<file path="src/rtl/tfp_pkg.sv">
// ----------------------------------------------------------------------------
// Texel format packer package
// Shared format codes, widths and the structs passed between the modules.
// ----------------------------------------------------------------------------
package tfp_pkg;

   // Texel format codes held in the format register.
   typedef enum logic [3:0] {
      FMT_RGBA8888 = 4'd0,
      FMT_RGBA5551 = 4'd1,
      FMT_CI8      = 4'd2,
      FMT_CI4      = 4'd3,
      FMT_I8       = 4'd4,
      FMT_I4       = 4'd5,
      FMT_IA88     = 4'd6,
      FMT_IA8      = 4'd7,
      FMT_IA4      = 4'd8
   } fmt_type;

   localparam logic [3:0] FMT_RESET = FMT_RGBA5551;

   // Register file geometry.
   localparam int CSR_ADDR_W = 3;
   localparam int CSR_DATA_W = 32;
   localparam logic [0:0] REG_TEXEL_FORMAT = 1'b0;

   // Byte counts of the result word.
   localparam logic [2:0] BYTES_ONE  = 3'd1;
   localparam logic [2:0] BYTES_TWO  = 3'd2;
   localparam logic [2:0] BYTES_FOUR = 3'd4;

   // Control from the register file to the packing stage.
   typedef struct packed {
      logic [3:0] texel_format;
      logic       format_write;
   } csr_ctrl_type;

   // One packed result leaving the packing stage.
   typedef struct packed {
      logic        valid;
      logic [31:0] packed_word;
      logic [2:0]  byte_count;
      logic        index_error;
      logic        image_done;
   } pack_result_type;

   // Status visible to the top level.
   typedef struct packed {
      logic s1_valid;
      logic pair_pending;
   } pack_status_type;

endpackage

</file>
<file path="src/rtl/tfp_csr.sv">
// ----------------------------------------------------------------------------
// Texel format packer register file
// APB-style access to the texel format register.
// ----------------------------------------------------------------------------
module tfp_csr
   import tfp_pkg::*;
(
   input  logic                  clock,
   input  logic                  reset,
   input  logic                  csr_psel,
   input  logic                  csr_penable,
   input  logic                  csr_pwrite,
   input  logic [CSR_ADDR_W-1:0] csr_paddr,
   input  logic [CSR_DATA_W-1:0] csr_pwdata,
   output logic [CSR_DATA_W-1:0] csr_prdata,
   output logic                  csr_pready,
   output csr_ctrl_type          ctrl
);

   logic       wr_en;
   logic [3:0] texel_format_ff;
   logic [3:0] texel_format_in;

   // A write completes in the access phase; the word index is the upper address bit.
   assign csr_pready = 1'b1;
   assign wr_en = csr_psel && csr_penable && csr_pwrite &&
                  (csr_paddr[CSR_ADDR_W-1] == REG_TEXEL_FORMAT);

   always_comb begin
      texel_format_in = texel_format_ff;
      if (wr_en) begin
         texel_format_in = csr_pwdata[3:0];
      end
   end

   always_ff @(posedge clock) begin
      if (reset) begin
         texel_format_ff <= FMT_RESET;
      end else begin
         texel_format_ff <= texel_format_in;
      end
   end

   // Read data decode.
   always_comb begin
      csr_prdata = '0;
      unique case (csr_paddr[CSR_ADDR_W-1])
         REG_TEXEL_FORMAT: csr_prdata = {{(CSR_DATA_W-4){1'b0}}, texel_format_ff};
         default:          csr_prdata = '0;
      endcase
   end

   assign ctrl.texel_format = texel_format_ff;
   assign ctrl.format_write = wr_en;

endmodule

</file>
<file path="src/rtl/tfp_pack.sv">
// ----------------------------------------------------------------------------
// Texel format packer stage
// Input register, format conversion and the nibble pairing state.
// ----------------------------------------------------------------------------
module tfp_pack
   import tfp_pkg::*;
(
   input  logic            clock,
   input  logic            reset,
   input  csr_ctrl_type    ctrl,
   input  logic            req_valid,
   output logic            req_stall,
   input  logic [7:0]      req_chan_a,
   input  logic [7:0]      req_chan_b,
   input  logic [7:0]      req_chan_c,
   input  logic [7:0]      req_chan_d,
   input  logic            req_end_of_image,
   input  logic            advance,
   output pack_result_type result,
   output pack_status_type status
);

   logic       s1_valid_ff, s1_valid_in;
   logic [7:0] chan_a_ff, chan_b_ff, chan_c_ff, chan_d_ff;
   logic       eoi_ff;
   logic       pair_pending_ff, pair_pending_in;
   logic [3:0] held_nibble_ff, held_nibble_in;
   logic       held_error_ff, held_error_in;
   logic       take;
   logic       is_nibble;
   logic [3:0] nib;
   logic       nib_err;

   // The input register refills whenever its transaction moves on.
   assign req_stall = s1_valid_ff && !advance;
   assign take      = req_valid && !req_stall;
   assign s1_valid_in = take || (s1_valid_ff && !advance);

   always_ff @(posedge clock) begin
      if (reset) begin
         s1_valid_ff <= 1'b0;
      end else begin
         s1_valid_ff <= s1_valid_in;
      end
   end

   always_ff @(posedge clock) begin
      if (take) begin
         chan_a_ff <= req_chan_a;
         chan_b_ff <= req_chan_b;
         chan_c_ff <= req_chan_c;
         chan_d_ff <= req_chan_d;
         eoi_ff    <= req_end_of_image;
      end
   end

   // Nibble of the current pixel for the 4-bit formats.
   always_comb begin
      nib       = '0;
      nib_err   = 1'b0;
      is_nibble = 1'b0;
      case (ctrl.texel_format)
         FMT_CI4: begin
            nib       = chan_a_ff[3:0];
            nib_err   = |chan_a_ff[7:4];
            is_nibble = 1'b1;
         end
         FMT_I4: begin
            nib       = chan_a_ff[7:4];
            is_nibble = 1'b1;
         end
         FMT_IA4: begin
            nib       = {chan_a_ff[7:5], |chan_b_ff};
            is_nibble = 1'b1;
         end
         default: begin
            nib       = '0;
            nib_err   = 1'b0;
            is_nibble = 1'b0;
         end
      endcase
   end

   // Format conversion and pairing of 4-bit pixels.
   always_comb begin
      result.valid       = 1'b0;
      result.packed_word = '0;
      result.byte_count  = BYTES_ONE;
      result.index_error = 1'b0;
      result.image_done  = eoi_ff;
      pair_pending_in    = pair_pending_ff;
      held_nibble_in     = held_nibble_ff;
      held_error_in      = held_error_ff;

      case (ctrl.texel_format)
         FMT_RGBA8888: begin
            result.valid       = 1'b1;
            result.packed_word = {chan_a_ff, chan_b_ff, chan_c_ff, chan_d_ff};
            result.byte_count  = BYTES_FOUR;
         end
         FMT_RGBA5551: begin
            result.valid       = 1'b1;
            result.packed_word = {16'd0, chan_a_ff[7:3], chan_b_ff[7:3],
                                  chan_c_ff[7:3], |chan_d_ff};
            result.byte_count  = BYTES_TWO;
         end
         FMT_CI8, FMT_I8: begin
            result.valid       = 1'b1;
            result.packed_word = {24'd0, chan_a_ff};
         end
         FMT_IA88: begin
            result.valid       = 1'b1;
            result.packed_word = {16'd0, chan_a_ff, chan_b_ff};
            result.byte_count  = BYTES_TWO;
         end
         FMT_IA8: begin
            result.valid       = 1'b1;
            result.packed_word = {24'd0, chan_a_ff[7:4], chan_b_ff[7:4]};
         end
         default: begin
            result.valid = 1'b0;
         end
      endcase

      if (is_nibble) begin
         if (pair_pending_ff) begin
            // Second pixel of a pair completes the byte.
            result.valid       = 1'b1;
            result.packed_word = {24'd0, held_nibble_ff, nib};
            result.index_error = nib_err | held_error_ff;
            pair_pending_in    = 1'b0;
            held_nibble_in     = '0;
            held_error_in      = 1'b0;
         end else if (eoi_ff) begin
            // Odd pixel count: the last pixel goes out with a zero partner.
            result.valid       = 1'b1;
            result.packed_word = {24'd0, nib, 4'd0};
            result.index_error = nib_err;
         end else begin
            pair_pending_in = 1'b1;
            held_nibble_in  = nib;
            held_error_in   = nib_err;
         end
      end

      // Only a pixel held in the input register produces a result.
      result.valid = result.valid && s1_valid_ff;
   end

   // Pairing state; a format write drops any held pixel.
   always_ff @(posedge clock) begin
      if (reset || ctrl.format_write) begin
         pair_pending_ff <= 1'b0;
         held_nibble_ff  <= '0;
         held_error_ff   <= 1'b0;
      end else if (s1_valid_ff && advance) begin
         pair_pending_ff <= pair_pending_in;
         held_nibble_ff  <= held_nibble_in;
         held_error_ff   <= held_error_in;
      end
   end

   assign status.s1_valid     = s1_valid_ff;
   assign status.pair_pending = pair_pending_ff;

endmodule

</file>
<file path="src/rtl/texel_format_packer_core.sv">
// A pixel taken passes through the input register, then the result register, to the
// rsp ports. Throughput: one pixel per cycle while the result is not stalled;
// the first pixel of a 4-bit pair gives no result.
// A pixel is taken while a result waits only if the input register is empty; with
// both registers full, the result stall reaches req_stall in the same cycle.
// Reset is synchronous and active high; it clears valids, the pairing state and
// sets the texel format to RGBA16.
// ----------------------------------------------------------------------------
// Texel format packer core
// Packs one pixel per transaction into the configured texel format.
// ----------------------------------------------------------------------------
module texel_format_packer_core
   import tfp_pkg::*;
(
   input  logic                  clock,
   input  logic                  reset,
   input  logic                  req_valid,
   output logic                  req_stall,
   input  logic [7:0]            req_chan_a,
   input  logic [7:0]            req_chan_b,
   input  logic [7:0]            req_chan_c,
   input  logic [7:0]            req_chan_d,
   input  logic                  req_end_of_image,
   output logic                  rsp_valid,
   input  logic                  rsp_stall,
   output logic [31:0]           rsp_packed_word,
   output logic [2:0]            rsp_byte_count,
   output logic                  rsp_index_error,
   output logic                  rsp_image_done,
   input  logic                  csr_psel,
   input  logic                  csr_penable,
   input  logic                  csr_pwrite,
   input  logic [CSR_ADDR_W-1:0] csr_paddr,
   input  logic [CSR_DATA_W-1:0] csr_pwdata,
   output logic [CSR_DATA_W-1:0] csr_prdata,
   output logic                  csr_pready
);

   csr_ctrl_type    ctrl;
   pack_result_type result;
   pack_status_type status;
   logic            advance;
   logic            rsp_valid_ff, rsp_valid_in;
   logic [31:0]     packed_word_ff;
   logic [2:0]      byte_count_ff;
   logic            index_error_ff;
   logic            image_done_ff;

   tfp_csr u_csr (
      .clock       (clock),
      .reset       (reset),
      .csr_psel    (csr_psel),
      .csr_penable (csr_penable),
      .csr_pwrite  (csr_pwrite),
      .csr_paddr   (csr_paddr),
      .csr_pwdata  (csr_pwdata),
      .csr_prdata  (csr_prdata),
      .csr_pready  (csr_pready),
      .ctrl        (ctrl)
   );

   tfp_pack u_pack (
      .clock            (clock),
      .reset            (reset),
      .ctrl             (ctrl),
      .req_valid        (req_valid),
      .req_stall        (req_stall),
      .req_chan_a       (req_chan_a),
      .req_chan_b       (req_chan_b),
      .req_chan_c       (req_chan_c),
      .req_chan_d       (req_chan_d),
      .req_end_of_image (req_end_of_image),
      .advance          (advance),
      .result           (result),
      .status           (status)
   );

   // The result register loads whenever it is empty or being drained.
   assign advance      = !rsp_valid_ff || !rsp_stall;
   assign rsp_valid_in = advance ? result.valid : rsp_valid_ff;

   always_ff @(posedge clock) begin
      if (reset) begin
         rsp_valid_ff <= 1'b0;
      end else begin
         rsp_valid_ff <= rsp_valid_in;
      end
   end

   always_ff @(posedge clock) begin
      if (advance && result.valid) begin
         packed_word_ff <= result.packed_word;
         byte_count_ff  <= result.byte_count;
         index_error_ff <= result.index_error;
         image_done_ff  <= result.image_done;
      end
   end

   assign rsp_valid       = rsp_valid_ff;
   assign rsp_packed_word = packed_word_ff;
   assign rsp_byte_count  = byte_count_ff;
   assign rsp_index_error = index_error_ff;
   assign rsp_image_done  = image_done_ff;

`ifndef SYNTHESIS
   // Input backpressure only when the input stage is full and the result is blocked.
   assert property (@(posedge clock) disable iff (reset)
      req_stall |-> (status.s1_valid && rsp_valid_ff && rsp_stall))
      else $error("input stalled without a blocked result");

   // A format write always drops a held pixel.
   assert property (@(posedge clock) disable iff (reset)
      ctrl.format_write |=> !status.pair_pending)
      else $error("held pixel survived a format write");

   // Index errors only come with single-byte results.
   assert property (@(posedge clock) disable iff (reset)
      (rsp_valid_ff && rsp_index_error) |-> (rsp_byte_count == BYTES_ONE))
      else $error("index error on a multi-byte result");

   // Byte count is always one, two or four.
   assert property (@(posedge clock) disable iff (reset)
      rsp_valid_ff |-> (rsp_byte_count == BYTES_ONE || rsp_byte_count == BYTES_TWO ||
                        rsp_byte_count == BYTES_FOUR))
      else $error("illegal byte count");
`endif

endmodule

</file>
<file path="config.mk">
export PLATFORM = sky130hd
export DESIGN_NAME = texel_format_packer_core
export DESIGN_NICKNAME = d
export VERILOG_FILES = /design/src/rtl/tfp_pkg.sv /design/src/rtl/tfp_csr.sv /design/src/rtl/tfp_pack.sv /design/src/rtl/texel_format_packer_core.sv
export SDC_FILE = /design/constraint.sdc
export NUM_CORES = 1
export LEC_CHECK = 0
export BUFFER_PORTS_ARGS = -buffer_cell sky130_fd_sc_hd__buf_4
export CAP_MARGIN = 20
export CORE_ASPECT_RATIO = 0.6
export CORE_MARGIN = 2
export CORE_UTILIZATION = 37
export CTS_CLUSTER_DIAMETER = 100
export DETAILED_ROUTE_END_ITERATION = 10
export HOLD_SLACK_MARGIN = 0.03
export PLACE_DENSITY = 0.69
export SLEW_MARGIN = 20
export SYNTH_ARGS = -nofsm -noshare
export SYNTH_HDL_FRONTEND = slang
export SYNTH_SLANG_ARGS = --single-unit
</file>
<file path="constraint.sdc">
create_clock -name clock -period 3 [get_ports clock]
set_input_delay 0 -clock clock [delete_from_list [all_inputs] [get_ports clock]]
set_output_delay 0 -clock clock [all_outputs]
set_load 0.02 [all_outputs]
</file>
==> impl_metrics.csv, run 1 <==
group,metric,value,unit
logic_synthesis,synth_compound_area_frac,0.135,
timing,fin_setup_tns,0,ps
logic_synthesis,ys_types,50,
logic_synthesis,synth_flop_cell,"edfxtp_1",
routing,ant_nets,0,
logic_synthesis,synth.largest_area_cell,"edfxtp_1",
logic_synthesis,synth_adder_area_share,0,
power_and_ir_drop,power_switching,0.626,mW
placed_design,gp_congestion,0.854,
placed_design,dp_hpwl,6460,um
clock_tree,clkLatencyLatePin,340,ps
floorplanning,die-area,10900,um2
timing,finClkSkew,7.28,ps
critical_path,crit_required,3040,ps
floorplanning,die_x,133,um
clock_tree,cts_sinks,82,
flow_run,maxCapViolCount,0,
timing,period_minus_slack,2330,ps
clock_tree,post_cts_resized,0,
power_and_ir_drop,power_frac_seq,0.468,
placed_design,pre_cts_ws,591,ps
cells_and_area,synthToLayoutAreaGrowth,38.7,%
logic_synthesis,synth_mux_area_frac,0.0189,
power_and_ir_drop,ir_drop,0.289,mV
routing,viasPerCell,4.88,
logic_synthesis,async_flop_share,0,
logic_synthesis,yosysSeqAreaShare,0.631,
logic_synthesis,yosys.area_share.simple,0.123,
timing,setup_ws,671,ps
critical_path,critPathSlowestCell,"dfxtp_1",
floorplanning,initial_core_util,0.379,
power_and_ir_drop,p_leak,2.03,nW
logic_synthesis,yosys.area_share.xor_xnor,0.00438,
timing,holdWs,247,ps
power_and_ir_drop,power_density,560,nW/um2
worst_hold_path,hold_class,"in -> reg",
power_and_ir_drop,clkPwrFrac,0.417,
logic_synthesis,synthesis.area,3710,um2
routing,firstDrtPassIters,5,
floorplanning,die_h,81.6,um
timing,timing.fmax,0.429,GHz
critical_path,path_cells,"xnor2_2, o31a_1, a21oi_1, nor2_4, buf_12",
power_and_ir_drop,comb_power_share,0.115,
timing,rsz0062_at_grt,"false",
logic_synthesis,synth_top_area_frac,0.566,
routing,drtIter0Drc,150,
clock_tree,htree_levels,3,
clock_tree,cts_tree,"done",
timing,setup_viol,0,
clock_tree,cts_buffers,9,
logic_synthesis,yosys_register_bits,82,
routing,vias,2667,
timing,worst_pin_slew,849,ps
cells_and_area,diodes,0,
critical_path,path_class,"reg -> reg",
power_and_ir_drop,swShare,0.217,
logic_synthesis,syn_area_per_cell,13.3,um2
critical_path,max_stage_delay,790,ps
critical_path,crit_buf_inv,1,
timing,relSlewSlack,0.430,
logic_synthesis,synth_area_leaders,"edfxtp_1 57%, dfxtp_1 6.5%, buf_4 6.1%",
critical_path,crit_family,"flip-flops",
grt,grt_start_max_net_pins,34,
cells_and_area,final_common_cell,"buf_4",
floorplanning,rows,28,
cells_and_area,final_cell_mix,"90 x buf_4, 70 x edfxtp_1, 41 x dlygate4sd3_1",
critical_path,endpoint_kind,"flop",
routing,drc_errors,0,
routing,wl_per_cell,17.1,um
placed_design,portBuffers,87,
power_and_ir_drop,p_int,2.26,mW
logic_synthesis,yosysWarnings,0,
critical_path,crit_path_max_fanout,19,
logic_synthesis,synth_top_family_by_area,"compound AO/OA/AOI/OAI gates",
routing,drt-total-wl,9330,um
grt,grt_first_pass_wirelength,14100,um
clock_tree,cts_buffer_depth,2,
grt,grt_pass1_vias,2600,
clock_tree,post_cts_buffers,0,
cells_and_area,nFillCells,869,
cells_and_area,final_nets,482,
cells_and_area,final_util,0.525,
timing,hold_viol,0,
floorplanning,io_pins,147,
clock_tree,clkSlewWorstSetupHoldPaths,50,ps
floorplanning,core_area,9810,um2
logic_synthesis,synth_edf_count,70,
critical_path,cp-start-kind,"flop",
timing,timing.final.crit_share,0.776,
logic_synthesis,postSynthCellCount,279,
grt,overflow,0,
grt,antenna_found_initial,0,
clock_tree,clockRootBuffer,"clkbuf_16",
timing,finalMaxSlewViolations,0,
critical_path,arrival,2370,ps
grt,track_usage,0.177,
outcome,outcome,"completed",
cells_and_area,drive_gt1_frac,0.279,
-- area by class of cell --
cell class / count / area, um2 / share of cell area
flip-flops and latches: 82 / 2340 / 0.455
multi-input cells: 174 / 1170 / 0.227
repair buffers: 132 / 1110 / 0.215
clock buffers: 14 / 274 / 0.0532
well taps: 135 / 169 / 0.0328
clock inverters: 2 / 60.1 / 0.0117
inverters: 8 / 30.0 / 0.00583
-- synthesized netlist by cell type, types with 4 or more instances --
library cell / n
a221oi_1: 5
a222oi_1: 6
a22o_1: 6
and2_1: 16
buf_2: 9
buf_4: 30
dfxtp_1: 12
edfxtp_1: 70
inv_1: 8
mux2i_1: 7
nand2_1: 14
nand3_1: 4
nor2_1: 13
nor2b_1: 6
nor4_1: 4
o211ai_1: 5
o21ai_0: 5
o21ai_1: 4
o2bb2ai_1: 8
-- logic make-up after synthesis --
| family | Yosys count |
|---|---|
| xor gates and xnor gates | 1 |
| AOI/OAI and AO/OA | 62 |
| other | 2 |
| DFF | 82 |
| muxes | 7 |
| and+or+nand+nor | 75 |
| buffers and inverters | 50 |
-- through the flow --
step	power (mW)	area [um2]	instances
after floorplan	1.55	3810	306
after global placement	1.65	4400	490
after detailed placement	1.66	4400	490
after CTS	2.91	5140	547
after global routing	2.98	5150	547
final	2.88	5150	547
-- worst min-delay path, cell delays in order --
cell and delay, ps:
buf_4 110, nand4b_1 270, a211o_1 170
-- worst paths after layout --
kind / depth (start not counted) / to / from / slack (ps)
max: 5 / rsp_packed_word[20] / u_csr.texel_format_ff[2] / 670
min: 3 / u_csr.texel_format_ff[0] / csr_pwrite / 250
max reg2reg: 5 / rsp_packed_word[20] / u_csr.texel_format_ff[2] / 670
min reg2reg: 1 / u_pack.held_error_ff / u_pack.held_error_ff / 470
-- per-layer routing --
layer,share of wire,track usage,up-vias
met2,0.44,0.276,128
met1,0.47,0.240,1265
met3,0.088,0.0556,8
met5,0,0,-
met4,0.0068,0.0543,0
li1,-,-,1266
-- flip-flops by register name, indices dropped and copies added, names as in the netlist --
signal                  cells
u_pack.eoi_ff               1
rsp_image_done              1
rsp_packed_word            32
u_pack.held_error_ff        1
u_pack.chan_d_ff            8
u_pack.chan_a_ff            8
u_pack.s1_valid_ff          1
u_pack.chan_b_ff            8
u_csr.texel_format_ff       4
u_pack.held_nibble_ff       4
rsp_index_error             1
u_pack.chan_c_ff            8
rsp_byte_count              3
rsp_valid                   1
u_pack.pair_pending_ff      1
-- power by group through the flow --
| stage | sequential [mW] | combinational (mW) | clock, mW |
|---|---|---|---|
| after floorplan | 1.39 | 0.162 | 0 |
| after global placement | 1.37 | 0.283 | 0 |
| after detailed placement | 1.37 | 0.289 | 0 |
| after CTS | 1.35 | 0.331 | 1.23 |
| after global routing | 1.36 | 0.358 | 1.27 |
| final | 1.35 | 0.333 | 1.20 |
-- timing repair --
item / CTS / global route
endpoints found under the hold margin: 39 / 0
endpoints found under the setup margin: 0 / 0
hold buffers: 41 / 0
Note: power is estimated with default switching activity, not from simulation.
==> run 2: changes to the inputs <==
--- a/config.mk
+++ b/config.mk
@@ -13,7 +13,7 @@
 export CTS_CLUSTER_DIAMETER = 100
 export DETAILED_ROUTE_END_ITERATION = 10
 export HOLD_SLACK_MARGIN = 0.03
-export PLACE_DENSITY = 0.69
+export PLACE_DENSITY = 0.67
 export SLEW_MARGIN = 20
 export SYNTH_ARGS = -nofsm -noshare
 export SYNTH_HDL_FRONTEND = slang
==> constraint.sdc (replaced) <==
create_clock -name clock -period 2.3 [get_ports clock]
set_input_delay 0 -clock clock [delete_from_list [all_inputs] [get_ports clock]]
set_output_delay 0 -clock clock [all_outputs]
set_load 0.02 [all_outputs]
==> run 2 against run 1 <==
Compared with the run above:
- wire length grew 0.89%
- final cell count rose by 2.7%
- maximum frequency grew 13%
- flip-flop and latch count unchanged
- setup slack got worse by 430 ps
- sequential power grew 30%
- cell area rose by 1.4%
- power increased by 26%
- register-to-register slack got worse by 430 ps
- clock-buffer cell count is 5 lower
==> impl_metrics.csv, run 2 (synthesized netlist as in run 1, its figures left out) <==
group,metric,value,unit
outcome,outcome,"completed",
clock_tree,cts_buffers,9,
floorplanning,die_h,81.6,um
worst_hold_path,min-delay-start,"rsp_stall",
routing,vias,2770,
critical_path,ff2ff_setup_slack,240,ps
critical_path,crit_path_max_fanout,8,
timing,period_minus_slack,2060,ps
timing,rsz0062_at_grt,"false",
grt,track_usage,0.174,
clock_tree,cts_tree,"done",
timing,finalMaxSlewViolations,0,
critical_path,endpoint_kind,"flop",
power_and_ir_drop,ir_drop,0.533,mV
grt,grt_start_max_net_pins,38,
floorplanning,die_x,133,um
timing,setup_viol,0,
power_and_ir_drop,comb_power_share,0.125,
clock_tree,cts_buffer_depth,2,
timing,setup_ws,239,ps
power_and_ir_drop,swShare,0.241,
timing,timing.final.crit_share,0.896,
floorplanning,io_pins,147,
placed_design,pre_cts_ws,179,ps
grt,overflow,0,
clock_tree,post_cts_resized,0,
clock_tree,cts_sinks,82,
power_and_ir_drop,power_density,695,nW/um2
routing,drtIter0Drc,236,
power_and_ir_drop,p_leak,2.08,nW
floorplanning,core_area,9810,um2
worst_hold_path,hold_class,"in -> reg",
routing,wl_per_cell,16.8,um
timing,timing.fmax,0.485,GHz
cells_and_area,final_util,0.533,
placed_design,dp_hpwl,6480,um
power_and_ir_drop,power_frac_seq,0.483,
cells_and_area,final_common_cell,"buf_4",
grt,grt_pass1_vias,2630,
placed_design,portBuffers,87,
critical_path,crit_start,"u_csr.texel_format_ff[1]",
floorplanning,initial_core_util,0.379,
clock_tree,htree_levels,3,
critical_path,timing.rr.start,"u_csr.texel_format_ff[1]",
placed_design,gp_congestion,0.936,
cells_and_area,largest_reg_flops,32,
power_and_ir_drop,power_switching,0.875,mW
critical_path,cp-start-kind,"flop",
clock_tree,ctsHoldBuffers,40,
cells_and_area,seq_area,2340,um2
floorplanning,die-area,10900,um2
clock_tree,clkSlewWorstSetupHoldPaths,70,ps
critical_path,path_class,"reg -> reg",
routing,drt-total-wl,9410,um
routing,viasPerCell,4.93,
cells_and_area,nFillCells,862,
timing,worst_pin_slew,803,ps
routing,drc_errors,0,
floorplanning,rows,28,
cells_and_area,multi_input_area,1160,um2
cells_and_area,synthToLayoutAreaGrowth,40.7,%
critical_path,arrival,2270,ps
timing,hold_viol,0,
clock_tree,post_cts_buffers,0,
flow_run,maxCapViolCount,0,
grt,antenna_found_initial,0,
power_and_ir_drop,p_int,2.76,mW
cells_and_area,diodes,0,
clock_tree,clkLatencyLatePin,340,ps
clock_tree,clockRootBuffer,"clkbuf_16",
critical_path,crit_required,2510,ps
timing,relSlewSlack,0.460,
cells_and_area,final_cell_mix,"106 x buf_4, 70 x edfxtp_1, 40 x dlygate4sd3_1",
timing,fin_setup_tns,0,ps
timing,finClkSkew,9.70,ps
power_and_ir_drop,total_power,3.63,mW
cells_and_area,drive_gt1_frac,0.304,
routing,ant_nets,0,
grt,grt_first_pass_wirelength,13900,um
routing,firstDrtPassIters,5,
power_and_ir_drop,clkPwrFrac,0.392,
cells_and_area,final_nets,497,
-- run 2: cell types whose count changed in the layout (fill, tap and decap cells not counted) --
cell / before / now
nor3_2: 2 / 1
nor3_1: 1 / 2
clkbuf_1: 2 / 0
clkinv_4: 0 / 2
buf_12: 1 / 0
dlygate4sd3_1: 41 / 40
bufinv_16: 2 / 1
buf_4: 90 / 106
clkinvlp_4: 0 / 2
clkbuf_8: 3 / 0
clkinv_1: 0 / 2
buf_16: 0 / 1
-- run 2: worst max-delay path, stage by stage (launching register included) --
cell and delay, ps:
dfxtp_1 360, buf_4 190, nor3_1 670, buf_4 250, or2_1 260, a22o_1 190
-- run 2: cell type report --
type | count | share of cell area
clock buffers | 9 | 0.0431
clock inverters | 7 | 0.0134
inverters | 8 | 0.00575
multi-input cells | 174 | 0.223
flip-flops and latches | 82 | 0.448
well taps | 135 | 0.0323
repair buffers | 147 | 0.234
-- run 2: power by group through the flow --
stage	combinational, mW	sequential (mW)	clock [mW]
floorplan	0.214	1.81	0
global placement	0.384	1.78	0
detailed placement	0.391	1.79	0
CTS	0.446	1.76	1.44
global route	0.486	1.76	1.49
finish	0.454	1.75	1.42
-- run 2: final timing paths --
path                                    to  depth (start not counted)
setup / recovery       rsp_packed_word[14]                          5
hold / removal          u_pack.s1_valid_ff                          4
setup reg to reg       rsp_packed_word[14]                          5
hold reg to reg   u_pack.held_nibble_ff[2]                          1
-- run 2: stage by stage --
step                std cells  instance area [um2]  hold slack (ps)
finish                    562                 5220              117
global route              562                 5220              121
CTS                       561                 5200              104
detailed placement        505                 4500              179
global placement          505                 4500              179
floorplan                 306                 3820             69.4
-- run 2: metal layers --
layer,up-vias,share of wire,track usage
li1,1294,-,-
met5,-,0,0
met2,125,0.43,0.248
met1,1343,0.47,0.250
met4,0,0.0084,0.0553
met3,8,0.093,0.0580
==> run 3: changes to the inputs <==
--- a/config.mk
+++ b/config.mk
@@ -9,11 +9,11 @@
 export CAP_MARGIN = 20
 export CORE_ASPECT_RATIO = 0.6
 export CORE_MARGIN = 2
-export CORE_UTILIZATION = 37
+export CORE_UTILIZATION = 30
 export CTS_CLUSTER_DIAMETER = 100
 export DETAILED_ROUTE_END_ITERATION = 10
 export HOLD_SLACK_MARGIN = 0.03
-export PLACE_DENSITY = 0.67
+export PLACE_DENSITY = 0.57
 export SLEW_MARGIN = 20
 export SYNTH_ARGS = -nofsm -noshare
 export SYNTH_HDL_FRONTEND = slang
==> run 3 against run 2 <==
Compared with the run above:
- critical path depth did not move
- largest power group unchanged
- maximum frequency fell by 0.35%
- clock skew fell by 6.7 ps
- setup slack got worse by 7.2 ps
- first-iteration DRC count rose by 14%
- sequential power barely moved
- die area rose by 22%
- critical endpoint is now rsp_packed_word[7]
- core utilization fell by 9.5 points
- worst hold slack got worse by 17 ps
- critical path type unchanged
- clock-buffer cell count did not move
- power rose by 2.7%
==> impl_metrics.csv, run 3 (synthesized netlist as in run 1, its figures left out) <==
group,metric,value,unit
critical_path,path_class,"reg -> reg",
placed_design,gp_congestion,0.833,
clock_tree,clkLatencyLatePin,340,ps
grt,track_usage,0.147,
clock_tree,htree_levels,3,
cells_and_area,final_common_cell,"buf_4",
timing,holdWs,99.3,ps
floorplanning,io_pins,147,
timing,setup_viol,0,
floorplanning,die-area,13300,um2
timing,relSlewSlack,0.528,
power_and_ir_drop,p_int,2.87,mW
cells_and_area,drive_gt1_frac,0.303,
power_and_ir_drop,clkPwrFrac,0.407,
clock_tree,cts_buffer_depth,2,
routing,drtIter0Drc,269,
power_and_ir_drop,p_leak,2.09,nW
floorplanning,die_x,148,um
critical_path,crit_path_max_fanout,12,
timing,finalMaxSlewViolations,0,
worst_hold_path,hold_class,"in -> reg",
routing,drt-total-wl,9700,um
power_and_ir_drop,power_switching,0.861,mW
critical_path,crit_required,2340,ps
routing,wl_per_cell,16.4,um
routing,ant_nets,0,
cells_and_area,final_util,0.437,
timing,fin_setup_tns,0,ps
cells_and_area,final_cell_mix,"105 x buf_4, 70 x edfxtp_1, 40 x dlygate4sd3_1",
timing,hold_viol,0,
timing,rsz0062_at_grt,"false",
critical_path,endpoint_kind,"flop",
timing,period_minus_slack,2070,ps
timing,setup_ws,232,ps
cells_and_area,nFillCells,1113,
routing,viasPerCell,4.71,
cells_and_area,synthToLayoutAreaGrowth,42.1,%
clock_tree,clockRootBuffer,"clkbuf_16",
outcome,outcome,"completed",
flow_run,maxCapViolCount,0,
grt,grt_start_max_net_pins,38,
floorplanning,initial_core_util,0.308,
placed_design,portBuffers,87,
cells_and_area,diodes,0,
floorplanning,rows,31,
power_and_ir_drop,total_power,3.73,mW
routing,firstDrtPassIters,5,
critical_path,cp-start-kind,"flop",
timing,finClkSkew,2.96,ps
grt,grt_pass1_vias,2698,
timing,timing.fmax,0.484,GHz
cells_and_area,largest_reg_flops,32,
cells_and_area,fin_area,5280,um2
routing,vias,2783,
cells_and_area,instances_no_fill,591,
power_and_ir_drop,ir_drop,0.351,mV
power_and_ir_drop,comb_power_share,0.122,
clock_tree,clkSlewWorstSetupHoldPaths,60,ps
critical_path,arrival,2110,ps
routing,drc_errors,0,
placed_design,placed_cell_area,4530,um2
grt,grt_first_pass_wirelength,14800,um
clock_tree,cts_buffers,9,
clock_tree,cts_sinks,82,
placed_design,dp_hpwl,6850,um
floorplanning,core_area,12100,um2
cells_and_area,final_nets,496,
power_and_ir_drop,swShare,0.231,
power_and_ir_drop,power_density,707,nW/um2
clock_tree,post_cts_resized,0,
timing,timing.final.crit_share,0.899,
clock_tree,cts_tree,"done",
floorplanning,die_h,90.2,um
grt,antenna_found_initial,0,
power_and_ir_drop,power_frac_seq,0.471,
timing,worst_pin_slew,703,ps
placed_design,pre_cts_ws,126,ps
placed_design,dp_cells,534,
grt,overflow,0,
-- run 3: cell types whose count changed in the layout (fill, tap and decap cells not counted) --
| cell | delta |
|---|---|
| bufinv_16 | +1 |
| clkinvlp_4 | -1 |
| inv_6 | +1 |
| clkinv_4 | -1 |
| buf_4 | -1 |
-- run 3: path summary, 6_finish.rpt --
path                            slack (ps)                   end                startpoint  cells past startpoint
worst max-delay path                   230    rsp_packed_word[7]  u_csr.texel_format_ff[0]                      5
worst min-delay path                   100    u_pack.s1_valid_ff                 rsp_stall                      4
worst max register to register         230    rsp_packed_word[7]  u_csr.texel_format_ff[0]                      5
worst min register to register         480  u_pack.held_error_ff      u_pack.held_error_ff                      1
-- run 3: repair_timing --
item / in CTS / in global routing
hold buffers: 40 / 0
hold endpoints to repair: 39 / 0
buffers inserted: 0 / 0
-- run 3: worst max-delay path: stages, from the launching register on --
cell and delay (ps):
dfxtp_1 610, buf_4 220, nor3_2 50, buf_4 160, a222oi_1 500, o211ai_1 230
-- run 3: per-layer routing --
layer  up-vias  global-route usage  routed length, um
li1       1294                   -                  -
met4         0              0.0321                 74
met5         -                   0                  0
met1      1344               0.216               4570
met3         8              0.0462                820
met2       137               0.211               4230
-- run 3: power by group through the flow --
stage	Sequential (mW)	Clock (mW)	Combinational (mW)
2_1_floorplan	1.81	0	0.214
3_3_place_gp	1.79	0	0.386
3_5_place_dp	1.79	0	0.392
4_1_cts	1.76	1.55	0.448
5_1_grt	1.76	1.61	0.487
6_report	1.76	1.52	0.455
-- run 3: cell type report --
type / instances / area, um2 / area share
Multi-Input combinational cell: 174 / 1160 / 0.221
Inverter: 8 / 30.0 / 0.00569
Clock buffer: 9 / 225 / 0.0427
Clock inverter: 7 / 92.6 / 0.0175
Sequential cell: 82 / 2340 / 0.444
Tap cell: 165 / 206 / 0.0391
Timing Repair Buffer: 146 / 1220 / 0.230
